`config.mk`:
```
export PLATFORM = sky130hd
export DESIGN_NAME = card_deck_shuffler
export DESIGN_NICKNAME = d
export VERILOG_FILES = /design/src/rtl/core/cds_pkg.sv /design/src/rtl/core/card_deck_shuffler.sv
export SDC_FILE = /design/constraint.sdc
export NUM_CORES = 1
export LEC_CHECK = 0
export BUFFER_PORTS_ARGS = -buffer_cell sky130_fd_sc_hd__buf_4
export CORE_UTILIZATION = 40
export CTS_CLUSTER_DIAMETER = 60
export DETAILED_ROUTE_END_ITERATION = 10
export GPL_TIMING_DRIVEN = 0
export PLACE_DENSITY_LB_ADDON = 0.2
export SLEW_MARGIN = 15
export SYNTH_ARGS = -nofsm -noshare
export SYNTH_HDL_FRONTEND = slang
export SYNTH_SLANG_ARGS = --single-unit
export TNS_END_PERCENT = 1
```
`constraint.sdc`:
```
create_clock -name clk -period 3.75 [get_ports clk]
set_input_delay 0 -clock clk [delete_from_list [all_inputs] [get_ports clk]]
set_output_delay 0 -clock clk [all_outputs]
set_load 0.005 [all_outputs]
```
`src/rtl/core/cds_pkg.sv`:
```
package cds_pkg;

  // Fixed widths of the external fields.
  localparam int RAND_W = 31;
  localparam int POS_W  = 6;
  localparam int SUIT_W = 2;
  localparam int RANK_W = 4;

  // A card is held as suit * values_per_suit + (value - 1).
  localparam int CARD_W = 6;

  // The divisor (cards left to place) runs up to 64.
  localparam int DIVR_W = 7;

  // One remainder bit is produced per cycle.
  localparam int DIV_STEPS = RAND_W;
  localparam int STEP_W    = $clog2(DIV_STEPS);

  typedef enum logic [2:0] {
    ST_IDLE,
    ST_DIV,
    ST_RD_I,
    ST_RD_J,
    ST_WR_I,
    ST_WR_J,
    ST_EMIT,
    ST_RD_LAST
  } cds_state_t;

  // Progress through the extra word that closes a pass: read issued or not.
  typedef enum logic {
    EMIT_SWAP,
    EMIT_FINAL
  } cds_emit_t;

endpackage

```
`src/rtl/core/card_deck_shuffler.sv`:
```
// Step-wise Fisher-Yates shuffler for a deck of SUIT_COUNT * VALUES_PER_SUIT cards, which
// reset leaves in suit-major order with values 1 to VALUES_PER_SUIT. Each input word carries
// one random value; the block reduces it modulo the number of cards still unplaced, swaps the
// card at the current position with the card so chosen, and returns one output word giving the
// position, suit and rank of the card now fixed there. The step that places the second-last
// card also returns a second word for the final card, with last set, and the next input word
// starts a fresh pass over the deck as it now stands. With the output register free, an item
// goes from acceptance to its first output word through the bit-serial remainder of the 31-bit
// random value, two reads and two writes on the deck memory, and the load of the output
// register; no new input word is taken before that word is loaded.
// The final word of a pass needs a further deck read. A receiver that holds off keeps
// the block waiting until the output register is free. The deck needs no clearing pass after
// reset, since per-entry valid flags make untouched entries read as their ordered value.
// Only one item is worked on at a time, but a finished word may wait in the output register
// while the next input word is already being taken and reduced.
module card_deck_shuffler
  import cds_pkg::*;
#(
  parameter int VALUES_PER_SUIT = 13,
  parameter int SUIT_COUNT      = 4
) (
  input  logic              clk,
  input  logic              rst,
  input  logic              item_valid,
  output logic              item_ready,
  input  logic [RAND_W-1:0] random_value,
  output logic              card_valid,
  input  logic              card_ready,
  output logic [POS_W-1:0]  position,
  output logic [SUIT_W-1:0] suit,
  output logic [RANK_W-1:0] rank,
  output logic              last
);

  localparam int DECK_SIZE = SUIT_COUNT * VALUES_PER_SUIT;
  localparam int ADDR_W    = $clog2(DECK_SIZE);

  localparam logic [POS_W-1:0]  POS_LAST   = POS_W'(DECK_SIZE - 1);
  localparam logic [POS_W-1:0]  POS_FINISH = POS_W'(DECK_SIZE - 2);
  localparam logic [DIVR_W-1:0] DECK_CNT   = DIVR_W'(DECK_SIZE);

  // Control state.
  cds_state_t state, state_next;
  logic [POS_W-1:0] shuffle_position;

  // Working registers for the item in flight.
  logic [POS_W-1:0]  pos_i;
  logic [POS_W-1:0]  pos_j;
  logic [DIVR_W-1:0] divisor;
  logic [RAND_W-1:0] dividend;
  logic [POS_W-1:0]  remainder;
  logic [STEP_W-1:0] step;
  logic [CARD_W-1:0] card_i;
  logic [CARD_W-1:0] card_j;

  // Deck memory with a single read and a single write port; read data is registered.
  logic [CARD_W-1:0] deck_mem [DECK_SIZE];
  logic [DECK_SIZE-1:0] loaded;
  logic              rd_en;
  logic [ADDR_W-1:0] rd_addr;
  logic [ADDR_W-1:0] rd_addr_q;
  logic [CARD_W-1:0] rd_data;
  logic              rd_loaded;
  logic              wr_en;
  logic [ADDR_W-1:0] wr_addr;
  logic [CARD_W-1:0] wr_data;
  logic [CARD_W-1:0] rd_card;

  // Handshake and output selection.
  logic              item_take;
  logic              out_free;
  logic              out_load;
  cds_emit_t         emit_kind;
  logic [POS_W-1:0]  emit_pos;
  logic [CARD_W-1:0] emit_card;
  logic [SUIT_W-1:0] emit_suit;
  logic [RANK_W-1:0] emit_rank;
  logic [POS_W-1:0]  start_pos;

  // Remainder step.
  logic [DIVR_W-1:0] trial;
  logic              trial_fits;
  logic [POS_W-1:0]  remainder_next;

  assign item_take = item_valid && item_ready;
  assign out_free  = !card_valid || card_ready;

  // A position register never leaves range, but an out-of-range value restarts the pass.
  assign start_pos = (shuffle_position >= POS_LAST) ? '0 : shuffle_position;

  // Restoring remainder: bring down one dividend bit and subtract when it fits.
  assign trial          = {remainder, dividend[RAND_W-1]};
  assign trial_fits     = trial >= divisor;
  assign remainder_next = trial_fits ? POS_W'(trial - divisor) : POS_W'(trial);

  // Entries not yet written still hold the ordered deck, where entry k is card k.
  assign rd_card = rd_loaded ? rd_data : CARD_W'(rd_addr_q);

  // Next-state logic.
  always_comb begin
    state_next = state;
    case (state)
      ST_IDLE: begin
        if (item_take) begin
          state_next = ST_DIV;
        end
      end
      ST_DIV: begin
        if (step == STEP_W'(DIV_STEPS - 1)) begin
          state_next = ST_RD_I;
        end
      end
      ST_RD_I: state_next = ST_RD_J;
      ST_RD_J: state_next = ST_WR_I;
      ST_WR_I: state_next = ST_WR_J;
      ST_WR_J: state_next = ST_EMIT;
      ST_EMIT: begin
        if (out_free) begin
          state_next = (pos_i == POS_FINISH) ? ST_RD_LAST : ST_IDLE;
        end
      end
      ST_RD_LAST: begin
        if (out_free && emit_kind == EMIT_FINAL) begin
          state_next = ST_IDLE;
        end
      end
      default: state_next = ST_IDLE;
    endcase
  end

  // Control outputs for the memory and the output register.
  always_comb begin
    item_ready = 1'b0;
    rd_en      = 1'b0;
    rd_addr    = ADDR_W'(pos_i);
    wr_en      = 1'b0;
    wr_addr    = ADDR_W'(pos_i);
    wr_data    = rd_card;
    out_load   = 1'b0;
    emit_pos   = pos_i;
    emit_card  = card_j;
    case (state)
      ST_IDLE: item_ready = 1'b1;
      ST_RD_I: begin
        rd_en   = 1'b1;
        rd_addr = ADDR_W'(pos_i);
      end
      ST_RD_J: begin
        rd_en   = 1'b1;
        rd_addr = ADDR_W'(pos_j);
      end
      ST_WR_I: begin
        // The card drawn from position j becomes final at position i.
        wr_en   = 1'b1;
        wr_addr = ADDR_W'(pos_i);
        wr_data = rd_card;
      end
      ST_WR_J: begin
        wr_en   = 1'b1;
        wr_addr = ADDR_W'(pos_j);
        wr_data = card_i;
      end
      ST_EMIT: out_load = out_free;
      ST_RD_LAST: begin
        // The first cycle issues the read; the word is loaded once the data is back.
        rd_en     = (emit_kind == EMIT_SWAP);
        rd_addr   = ADDR_W'(POS_LAST);
        out_load  = out_free && emit_kind == EMIT_FINAL;
        emit_pos  = POS_LAST;
        emit_card = rd_card;
      end
      default: ;
    endcase
  end

  // Split a card code into suit and value by comparing against each suit boundary.
  always_comb begin
    emit_suit = '0;
    for (int s = 1; s < SUIT_COUNT; s++) begin
      if (emit_card >= CARD_W'(s * VALUES_PER_SUIT)) begin
        emit_suit = SUIT_W'(s);
      end
    end
    emit_rank = RANK_W'(emit_card - CARD_W'(emit_suit) * CARD_W'(VALUES_PER_SUIT)
                        + CARD_W'(1));
  end

  always_ff @(posedge clk) begin
    if (rst) begin
      state            <= ST_IDLE;
      shuffle_position <= '0;
      card_valid       <= 1'b0;
      emit_kind        <= EMIT_SWAP;
    end else begin
      state <= state_next;
      if (out_load) begin
        card_valid <= 1'b1;
      end else if (card_ready) begin
        card_valid <= 1'b0;
      end
      if (state == ST_EMIT && out_free) begin
        shuffle_position <= (pos_i == POS_FINISH) ? '0 : POS_W'(pos_i + POS_W'(1));
      end
      // Marks whether the read of the final card has been issued.
      if (state == ST_RD_LAST) begin
        if (emit_kind == EMIT_SWAP) begin
          emit_kind <= EMIT_FINAL;
        end else if (out_free) begin
          emit_kind <= EMIT_SWAP;
        end
      end
    end
  end

  // Datapath registers.
  always_ff @(posedge clk) begin
    if (item_take) begin
      pos_i     <= start_pos;
      divisor   <= DECK_CNT - DIVR_W'(start_pos);
      dividend  <= random_value;
      remainder <= '0;
      step      <= '0;
    end else if (state == ST_DIV) begin
      remainder <= remainder_next;
      dividend  <= {dividend[RAND_W-2:0], 1'b0};
      step      <= STEP_W'(step + STEP_W'(1));
    end
    if (state == ST_RD_I) begin
      pos_j <= POS_W'(pos_i + remainder);
    end
    if (state == ST_RD_J) begin
      card_i <= rd_card;
    end
    if (state == ST_WR_I) begin
      card_j <= rd_card;
    end
    if (out_load) begin
      position <= emit_pos;
      suit     <= emit_suit;
      rank     <= emit_rank;
      last     <= (state == ST_RD_LAST);
    end
  end

  // Deck memory.
  always_ff @(posedge clk) begin
    if (wr_en) begin
      deck_mem[wr_addr] <= wr_data;
    end
    if (rd_en) begin
      rd_data   <= deck_mem[rd_addr];
      rd_addr_q <= rd_addr;
    end
  end

  // Written flags; reset returns every entry to its ordered value at once.
  always_ff @(posedge clk) begin
    if (rst) begin
      loaded    <= '0;
      rd_loaded <= 1'b0;
    end else begin
      if (wr_en) begin
        loaded[wr_addr] <= 1'b1;
      end
      if (rd_en) begin
        rd_loaded <= loaded[rd_addr];
      end
    end
  end

endmodule
```
=== Word level (Yosys, flattened, before mapping) ===
Memory sizes are Yosys's and may differ from the RTL's. A register that Yosys moved wholly into a read port is not among the register bits.
Cells that the tools add are included.

* Bits in registers: 156
* RAM bits: 312
* Bits of input ports: 35
* Output and inout port bits: 15
* Word-level logic and storage cells: 96
* Memories: 1

{| class="wikitable"
|+ Memory list
! memory !! depth !! width !! read ports !! clocked after Yosys merged registers in !! wr ports !! line !! text
|-
| deck_mem || 52 || 6 || 1 || 1 || 1 || card_deck_shuffler.sv:57 || <nowiki>logic [CARD_W-1:0] deck_mem [DECK_SIZE];</nowiki>
|}

* $add $sub $neg: 7
* Multiply operators: 1
* $lt $le $gt $ge: 8
* Equal/unequal tests: 13
* Multiplexer cells: 33
* Bitwise gates (word level): 2
* Reductions and logical operators: 12

{| class="wikitable"
|+ Operator list
! kind !! count
|-
| $mux W31 || 2
|-
| $or A52 B52 Y52 || 1
|-
| $mux W6 || 7
|-
| $pmux W3 S8 || 1
|-
| $mux W3 || 5
|-
| $lt A6 B7 Y1 const B || 2
|-
| $eq A3 B3 Y1 const B || 4
|-
| $ge A6 B6 Y1 const B || 2
|-
| $pmux W6 S2 || 1
|-
| $mux W1 || 11
|-
| $ne A2 B2 Y1 const B || 4
|-
| $ge A7 B7 Y1 || 1
|-
| $sub A6 B6 Y7 const A || 1
|-
| $add A6 B1 Y6 const B || 1
|-
| $add A6 B6 Y6 || 1
|-
| $bmux W1 S6 || 1
|-
| $demux W1 S6 || 1
|-
| $eq A3 B2 Y1 const B || 2
|-
| $eq A6 B6 Y1 const B || 1
|-
| $ge A6 B1 Y1 const B || 1
|-
| $ge A6 B4 Y1 const B || 1
|-
| $ge A6 B5 Y1 const B || 1
|-
| $sub A6 B6 Y6 || 1
|-
| $add A5 B1 Y5 const B || 1
|-
| other kinds (15) || 22
|}

=== Depth between registers and ports, before layout ===
Gate-level depths: netlist of the first run.

* Depth in word-level cells: 9
* Mapped depth: 15
* Gate-level depth less buffers: 14

=== Worst setup path after synthesis of the first run ===
OpenSTA, ideal clock, no wires.

* Path type: register to register
* Start point: register rd_loaded
* End point: register rank[3], data pin
* Library setup time: 264 ps
* Arrival time: 3064 ps
* Data required time: 3486 ps
* Path slack: 423 ps
* Stages on the path, launching flop included: 13
* Buffers on the path: 1
* Period minus slack after synthesis: 3327 ps
* Cell sequence: dfxtp_1 > clkbuf_1 > mux2_2 > mux2i_1 > a211oi_1 > a221o_1 > ha_1 > inv_1 > fa_1 > xor2_1 > xnor2_1 > xnor2_1 > xnor2_1

* Cells in the longest elaborated chain, start to end: 9
* Elaborated cells between the ends (all ways): 11

{| class="wikitable"
|+ RTL lines
! element !! line !! text
|-
| start: declaration || card_deck_shuffler.sv:63 || <nowiki>logic rd_loaded;</nowiki>
|-
| start signal: assignment || card_deck_shuffler.sv:266 || <nowiki>rd_loaded <= loaded[rd_addr];</nowiki>
|-
| $mux W6 * || card_deck_shuffler.sv:97 || <nowiki>assign rd_card = rd_loaded ? rd_data : CARD_W'(rd_addr_q);</nowiki>
|-
| via rd_card[0] || card_deck_shuffler.sv:67 || <nowiki>logic [CARD_W-1:0] rd_card;</nowiki>
|-
| $mux W6 * || card_deck_shuffler.sv:142 || <nowiki>case (state)</nowiki>
|-
| $ge A6 B4 Y1 || card_deck_shuffler.sv:180 || <nowiki>if (emit_card >= CARD_W'(s * VALUES_PER_SUIT)) begin</nowiki>
|-
| $mux W1 || card_deck_shuffler.sv:180 ||
|-
| $mux W2 (2 in series) || card_deck_shuffler.sv:180 ||
|-
| $mul A2 B4 Y4 || card_deck_shuffler.sv:184 || <nowiki>emit_rank = RANK_W'(emit_card - CARD_W'(emit_suit) * CARD_W'(VALUES_PER_SUIT)</nowiki>
|-
| $sub A4 B4 Y4 * || card_deck_shuffler.sv:184 ||
|-
| $add A4 B1 Y4 * || card_deck_shuffler.sv:185 || <nowiki>+ CARD_W'(1));</nowiki>
|-
| via emit_rank[3] || card_deck_shuffler.sv:77 || <nowiki>logic [RANK_W-1:0] emit_rank;</nowiki>
|-
| end signal: assignment || card_deck_shuffler.sv:240 || <nowiki>rank <= emit_rank;</nowiki>
|-
| end: declaration || card_deck_shuffler.sv:31 || <nowiki>output logic [RANK_W-1:0] rank,</nowiki>
|}

The timed path passes the listed nets; every way through them passes the cells marked *.
A chain may end at the register's enable or synchronous reset.

=== Worst setup path after layout of the first run ===
* Start point: register state[0]
* End point: register rd_data[5] (read register of deck_mem), data pin

* Cells in the longest elaborated chain, start to end: 3
* Elaborated cells between the ends (all ways): 6

{| class="wikitable"
|+ RTL lines
! element !! line !! text
|-
| start: declaration || card_deck_shuffler.sv:43 || <nowiki>cds_state_t state, state_next;</nowiki>
|-
| start signal: assignment || card_deck_shuffler.sv:195 || <nowiki>state <= state_next;</nowiki>
|-
| $eq A3 B2 Y1 || card_deck_shuffler.sv:142 ||
|-
| $reduce_or A2 Y1 (no source line) || n/a ||
|-
| $pmux W1 S2 || card_deck_shuffler.sv:142 ||
|-
| end: declaration || card_deck_shuffler.sv:62 || <nowiki>logic [CARD_W-1:0] rd_data;</nowiki>
|}

Several ways; a longest one is shown, not always the timed one.

==> results of run 1 <==
critical path, stage by stage (launching register included):
cell,delay [ps]
dfxtp_1,320
buf_2,230
nand2_2,160
a21oi_1,450
inv_2,210
nand3_1,150
clkbuf_1,480
a21oi_1,70
a2111oi_0,740
o21ai_1,190
a21oi_1,460
a21oi_1,70
timing repair:
item / 4_1_cts / 5_1_grt
gates resized for setup: 14 / 17
buffers inserted: 0 / 0
endpoints found under the setup margin: 8 / 97
hold buffers: 34 / 0
pin swaps: 0 / 0
hold endpoints to repair: 36 / 0
cells by family (layout without fill, tap and decap cells):
group | count (synthesis) | after routing
XOR/XNOR | 23 | 23
AND/OR/NAND/NOR | 767 | 767
multiplexers | 50 | 50
AO/OA/AOI/OAI | 208 | 208
buffers and inverters | 142 | 327
other | 1 | 1
flip-flops | 473 | 473
adder cells (fa/ha/maj) | 23 | 23
synth_stat cells, types with 15 or more instances:
master / number
o21ai_0: 19
nor3b_1: 15
a211oi_1: 18
mux2i_1: 33
a311oi_1: 23
nand3_1: 115
nor2_1: 172
inv_1: 34
dfxtp_1: 75
nand4_1: 15
nand2_1: 393
ha_1: 20
buf_2: 30
a31oi_1: 27
edfxtp_1: 398
a21oi_1: 53
clkbuf_1: 54
final cells by class:
type / count / area, µm²
fill: 4426 / 25600
timing repair buffer: 89 / 870
sequential: 473 / 13500
inverter: 40 / 150
clock inverter: 30 / 342
tap: 664 / 831
clock buffer: 67 / 1390
multi-input combinational: 1072 / 6010
buffer: 101 / 453
per-stage QoR:
stage	utilization (%)	cell area [µm²]	total power (µW)	cells	setup TNS, ps
finish	47.9	23500	13400	2536	-55.9
CTS	47.8	23400	13400	2536	-6.10
global route	47.9	23500	13800	2536	-1270
detailed placement	43.5	21300	8260	2406	-1130
global placement	43.1	21100	8180	2399	-412900
floorplan	-	19900	7420	1687	0
registers in the layout, summed over array words and instances (netlist names), 5 cells and up:
register / cells
pos_i: 6
remainder: 6
rd_data: 6
position: 6
dividend: 31
rd_addr_q: 6
loaded: 52
step: 5
divisor: 6
card_j: 6
shuffle_position: 6
pos_j: 6
card_i: 6
deck_mem: 312
layer usage:
layer  global-route usage, %  part of all wire, %
met2                    34.9                   45
met3                    4.43                  8.7
met1                    30.1                   42
met5                    1.08                 0.13
met4                    8.95                  3.7
power by group through the flow:
stage                     registers (µW)  clock network (µW)  logic [µW]
after floorplan                     6250                   0        1170
after global placement              6300                   0        1880
after detailed placement            6280                   0        1980
after CTS                           6170                5230        2030
after global routing                6190                5430        2220
final                               6170                5150        2060
worst max path at each step:
stage / from / to / slack (ps)
3_3_place_gp: state[0] / deck_mem[1][2] / -2400
4_1_cts: state[2] / rank[3] / -6
2_1_floorplan: rd_loaded / rank[3] / 420
3_5_place_dp: state[0] / rd_data[0] / -350
6_report: state[0] / rd_data[5] / -60
5_1_grt: state[0] / rd_data[2] / -140
==> impl_metrics.py, run 1 <==
metrics = {
    "drt": {
        "ant_nets": 0,
        "detail_route.iter0.violations": 1345,
        "routed_via_density": 5.44,
        "drtPass1Iterations": 5,
        "drc": 0,
        "wl_um": 55800,
        "routedWlPerCell_um": 22.0,
        "vias": 13800,
    },
    "synth": {
        "syn-cell-area_um2": 19900,
        "synth_top_area_share_pct": 60.0,
        "synth_area_per_cell_um2": 11.8,
        "synthCells": 1687,
        "ys_ff_latch": 473,
        "synthAdderAreaFrac_pct": 1.56,
        "muxShareOfSynthArea_pct": 3.30,
        "synth.net_count": 1745,
        "synth_xor_area_share_pct": 1.01,
        "async_reset_ff_share_pct": 0,
        "synth_area_leaders": "edfxtp_1 (60%), dfxtp_1 (7.5%), nand2_1 (7.4%), nor2_1 (3.2%), nand3_1 (2.9%)",
        "yosys.area_share.simple_pct": 16.4,
        "synth_compound_area_share_pct": 7.18,
        "yosysUniqueCellTypes": 61,
        "ys_seq_area_share_pct": 67.5,
        "ys_warn_count": 0,
        "synth-edff-count": 398,
        "synthFlopType": "edfxtp_1",
        "synth_top_family_by_area": "simple AND/OR/NAND/NOR gates",
        "yosys.area.top_type": "edfxtp_1",
    },
    "cells_and_area": {
        "layout_common_cells": "edfxtp_1 (398), nand2_1 (392), nor2_1 (166)",
        "layout_commonest_cell": "edfxtp_1",
        "antennaDiodeCount": 0,
        "synthToLayoutAreaGrowth_pct": 17.9,
        "finalNetCount": 1887,
        "drive_gt1_share_pct": 12.6,
    },
    "critical_path": {
        "crit_path_end_kind": "register",
        "cp.required_ps": 4070,
        "critPathArrivalTime_ps": 4130,
        "cp_max_fo": 10,
        "reg2reg_depth": 11,
        "reg2reg_setup_slack_ps": -60,
        "rr_endpoint": "rd_data[5]",
        "cp-start-kind": "register",
        "path_class": "reg -> reg",
        "rr_startpoint": "state[0]",
    },
    "cts": {
        "clk_path_buf_depth": 3,
        "cts.reportedPaths.clkPinSlew_ps": 60,
        "htree_num_levels": 2,
        "cts-buffers-inserted": 52,
        "cts_tree": "done",
        "root_buffer": "clkbuf_16",
        "clkSinkCount": 473,
        "clkLatencyLatePin_ps": 600,
    },
    "global_route": {
        "antenna_found_initial": 0,
        "grt_max_degree": 53,
        "overflow": 0,
        "grt_pass1_vias": 13400,
        "grt_pass1_wl_um": 82700,
        "track_usage_pct": 22.2,
    },
    "timing": {
        "timing.final.ws_setup_ps": -55.9,
        "holdWs_ps": 36.8,
        "slew_headroom_pct": 23.4,
        "slew_violations": 0,
        "hold_viol": 0,
        "setup_violations": 1,
        "worstMarginPinSlew_ps": 1140,
        "finalCriticalPeriod_ps": 3810,
        "finalCritPeriodShare_pct": 101,
        "fmax_mhz": 263,
        "rsz0062_at_grt": "true",
        "clock-skew-final_ps": 18.5,
    },
    "pwr": {
        "powerDensity_nw_per_um2": 570,
        "p_sw_share_pct": 27.1,
        "switching_power_uw": 3630,
        "combPwrFrac_pct": 15.4,
        "seqPwrFrac_pct": 46.1,
        "p_leak_uw": 0.00837,
        "p_int_uw": 9750,
        "p_clk_share_pct": 38.5,
        "peakVddDrop_mv": 0.390,
    },
    "floorplan": {
        "fp-row-count": 81,
        "dieWidth_um": 225,
        "coreArea_um2": 49100,
        "start_util_pct": 40.6,
        "die_area_um2": 50700,
        "die_height_um": 225,
        "ios": 50,
    },
    "placement": {
        "gp_congestion": 0.930,
        "port_buffers": 48,
        "dp_slack_ps": -349,
        "dp_hpwl_um": 38200,
    },
    "status": {
        "status": "complete, but fails checks",
        "violations": "negative setup slack",
    },
    "min_path": {
        "holdPathStages": 2,
        "hold_path_end": "loaded[7]",
        "min-delay-start": "rst",
        "hold_path_class": "in -> reg",
    },
    "flow_run": {
        "cap_violations": 0,
    },
}
(Power assumes the default switching activity.)
==> inputs of run 2 (changes only) <==
Settings changed: RECOVER_POWER set to 25.
==> run 2 against run 1 <==
  * Total power barely moved
  * Setup slack improved by 1.6 ps
  * Wire length about the same
  * First-iteration DRC count rose by 4.0%
  * Via count down 0.46%
  * Sequential power is essentially flat
  * The flow still finishes with violations (negative setup slack)
  * Highest routed layer unchanged
  * Clock-buffer cell count unchanged
  * Clock skew increased by 2.9 ps
  * Critical endpoint unchanged
  * Critical path depth stayed put
  * Non-clock buffer count stayed put
  * Global-route usage stayed put
  * Utilization is essentially flat
==> impl_metrics.py, run 2 (synthesis gave the netlist of run 1 again) <==
metrics = {
    "cts": {
        "cts_setup_buffers": 0,
        "clkSinkCount": 473,
        "htree_num_levels": 2,
        "cts.reportedPaths.clkPinSlew_ps": 70,
        "cts_tree": "done",
        "root_buffer": "clkbuf_16",
        "clk_path_buf_depth": 3,
        "clkLatencyLatePin_ps": 600,
        "cts-buffers-inserted": 52,
    },
    "timing": {
        "hold_viol": 0,
        "fmax_mhz": 263,
        "rsz0062_at_grt": "true",
        "holdWs_ps": 29.3,
        "slew_headroom_pct": 25.8,
        "finalCriticalPeriod_ps": 3800,
        "timing.setup.tns_ps": -69.7,
        "timing.final.ws_setup_ps": -54.3,
        "finalCritPeriodShare_pct": 101,
        "clock-skew-final_ps": 21.4,
        "worstMarginPinSlew_ps": 1110,
        "slew_violations": 0,
        "setup_violations": 2,
    },
    "drt": {
        "routedWlPerCell_um": 22.0,
        "wl_um": 55800,
        "drtPass1Iterations": 6,
        "routed_via_density": 5.42,
        "detail_route.iter0.violations": 1399,
        "drc": 0,
        "vias": 13700,
        "ant_nets": 0,
    },
    "critical_path": {
        "path_class": "reg -> reg",
        "max_stage_delay_ps": 730,
        "rr_endpoint": "rd_data[5]",
        "cp_top_family": "compound AO/OA/AOI/OAI gates",
        "reg2reg_depth": 11,
        "reg2reg_setup_slack_ps": -50,
        "cp.required_ps": 4070,
        "cp_slowest_cell": "a2111oi_0",
        "cp_max_fo": 10,
        "worstPathCellList": "buf_2 -> nand2_2 -> a21oi_1 -> inv_2 -> nand3_1 -> clkbuf_1 -> a21oi_1 -> a2111oi_0 -> o21ai_1 -> a21oi_1 -> a21oi_1",
        "critPathArrivalTime_ps": 4130,
        "cp_num_buf_inv": 3,
        "rr_startpoint": "state[0]",
        "cp-start-kind": "register",
        "crit_path_end_kind": "register",
        "cp_common_cell": "a21oi_1",
    },
    "placement": {
        "port_buffers": 48,
        "place_inst": 2406,
        "gp_congestion": 0.930,
        "place_area_um2": 21300,
        "dp_hpwl_um": 38200,
    },
    "cells_and_area": {
        "fillers": 4428,
        "final_area_um2": 23500,
        "layout_common_cells": "edfxtp_1 (398), nand2_1 (392), nor2_1 (166)",
        "multiInputGateArea_um2": 6000,
        "drive_gt1_share_pct": 12.3,
        "max_flop_register": "deck_mem",
        "finalNetCount": 1887,
        "antennaDiodeCount": 0,
        "register_area_um2": 13500,
        "layout_commonest_cell": "edfxtp_1",
        "reg_top3": "deck_mem (312), loaded (52), dividend (31)",
        "instances_no_fill": 2536,
        "largest_register_ffs": 312,
        "synthToLayoutAreaGrowth_pct": 17.8,
    },
    "status": {
        "status": "complete, but fails checks",
        "violations": "negative setup slack",
    },
    "pwr": {
        "peakVddDrop_mv": 0.389,
        "p_leak_uw": 0.00835,
        "powerDensity_nw_per_um2": 570,
    },
    "floorplan": {
        "die_area_um2": 50700,
        "ios": 50,
        "start_util_pct": 40.6,
        "die_height_um": 225,
        "dieWidth_um": 225,
        "fp-row-count": 81,
        "coreArea_um2": 49100,
    },
    "global_route": {
        "grt_pass1_wl_um": 82700,
        "overflow": 0,
        "grt_max_degree": 53,
        "antenna_found_initial": 0,
        "grt_pass1_vias": 13400,
        "track_usage_pct": 22.2,
    },
    "min_path": {
        "holdPathStages": 2,
        "min-delay-start": "rst",
        "hold_path_class": "in -> reg",
        "hold_path_end": "loaded[7]",
    },
    "flow_run": {
        "cap_violations": 0,
    },
}
-- run 2: final cells by class --
| cell class | instances | share of cell area, % |
|---|---|---|
| buffer | 101 | 1.93 |
| clock buffer | 67 | 5.91 |
| clock inverter | 30 | 1.45 |
| inverter | 40 | 0.640 |
| multi-input combinational | 1072 | 25.6 |
| sequential | 473 | 57.3 |
| tap | 664 | 3.54 |
| timing repair buffer | 89 | 3.66 |
-- run 2: routing by layer --
metal  routed length [µm]  GRT usage (%)  share of wire [%]
met1                23700           30.1                 42
met2                25300           34.9                 45
met3                 4720           4.43                8.5
met4                 2040           8.95                3.7
met5                   71           1.08               0.13
-- run 2: worst max path at each step --
stage / start / to / depth (start not counted)
after floorplan: rd_loaded / rank[3] / 12
after global placement: state[0] / deck_mem[1][2] / 7
after detailed placement: state[0] / rd_data[0] / 11
after CTS: state[2] / rank[3] / 13
after global routing: state[0] / rd_data[2] / 11
final: state[0] / rd_data[5] / 11
-- run 2: metrics by stage --
step           worst slack [ps]  power, µW  util [%]
6_report                  -54.3      13400      47.9
5_1_grt                    -145      13800      47.9
4_1_cts                   -6.10      13400      47.8
3_5_place_dp               -349       8260      43.5
3_3_place_gp              -2400       8180      43.1
2_1_floorplan               423       7420         -
-- run 2: repair_timing --
action,CTS,global route
pin swaps,0,0
setup endpoints to repair,8,97
gates cloned,0,0
hold buffers,34,0
gates resized for setup,14,17
endpoints found under the hold margin,36,0
-- run 2: power by group --
| group | switching [µW] | internal [µW] |
|---|---|---|
| combinational | 1430 | 624 |
| clock | 2100 | 3040 |
| sequential | 92.2 | 6080 |
| total | 3630 | 9740 |
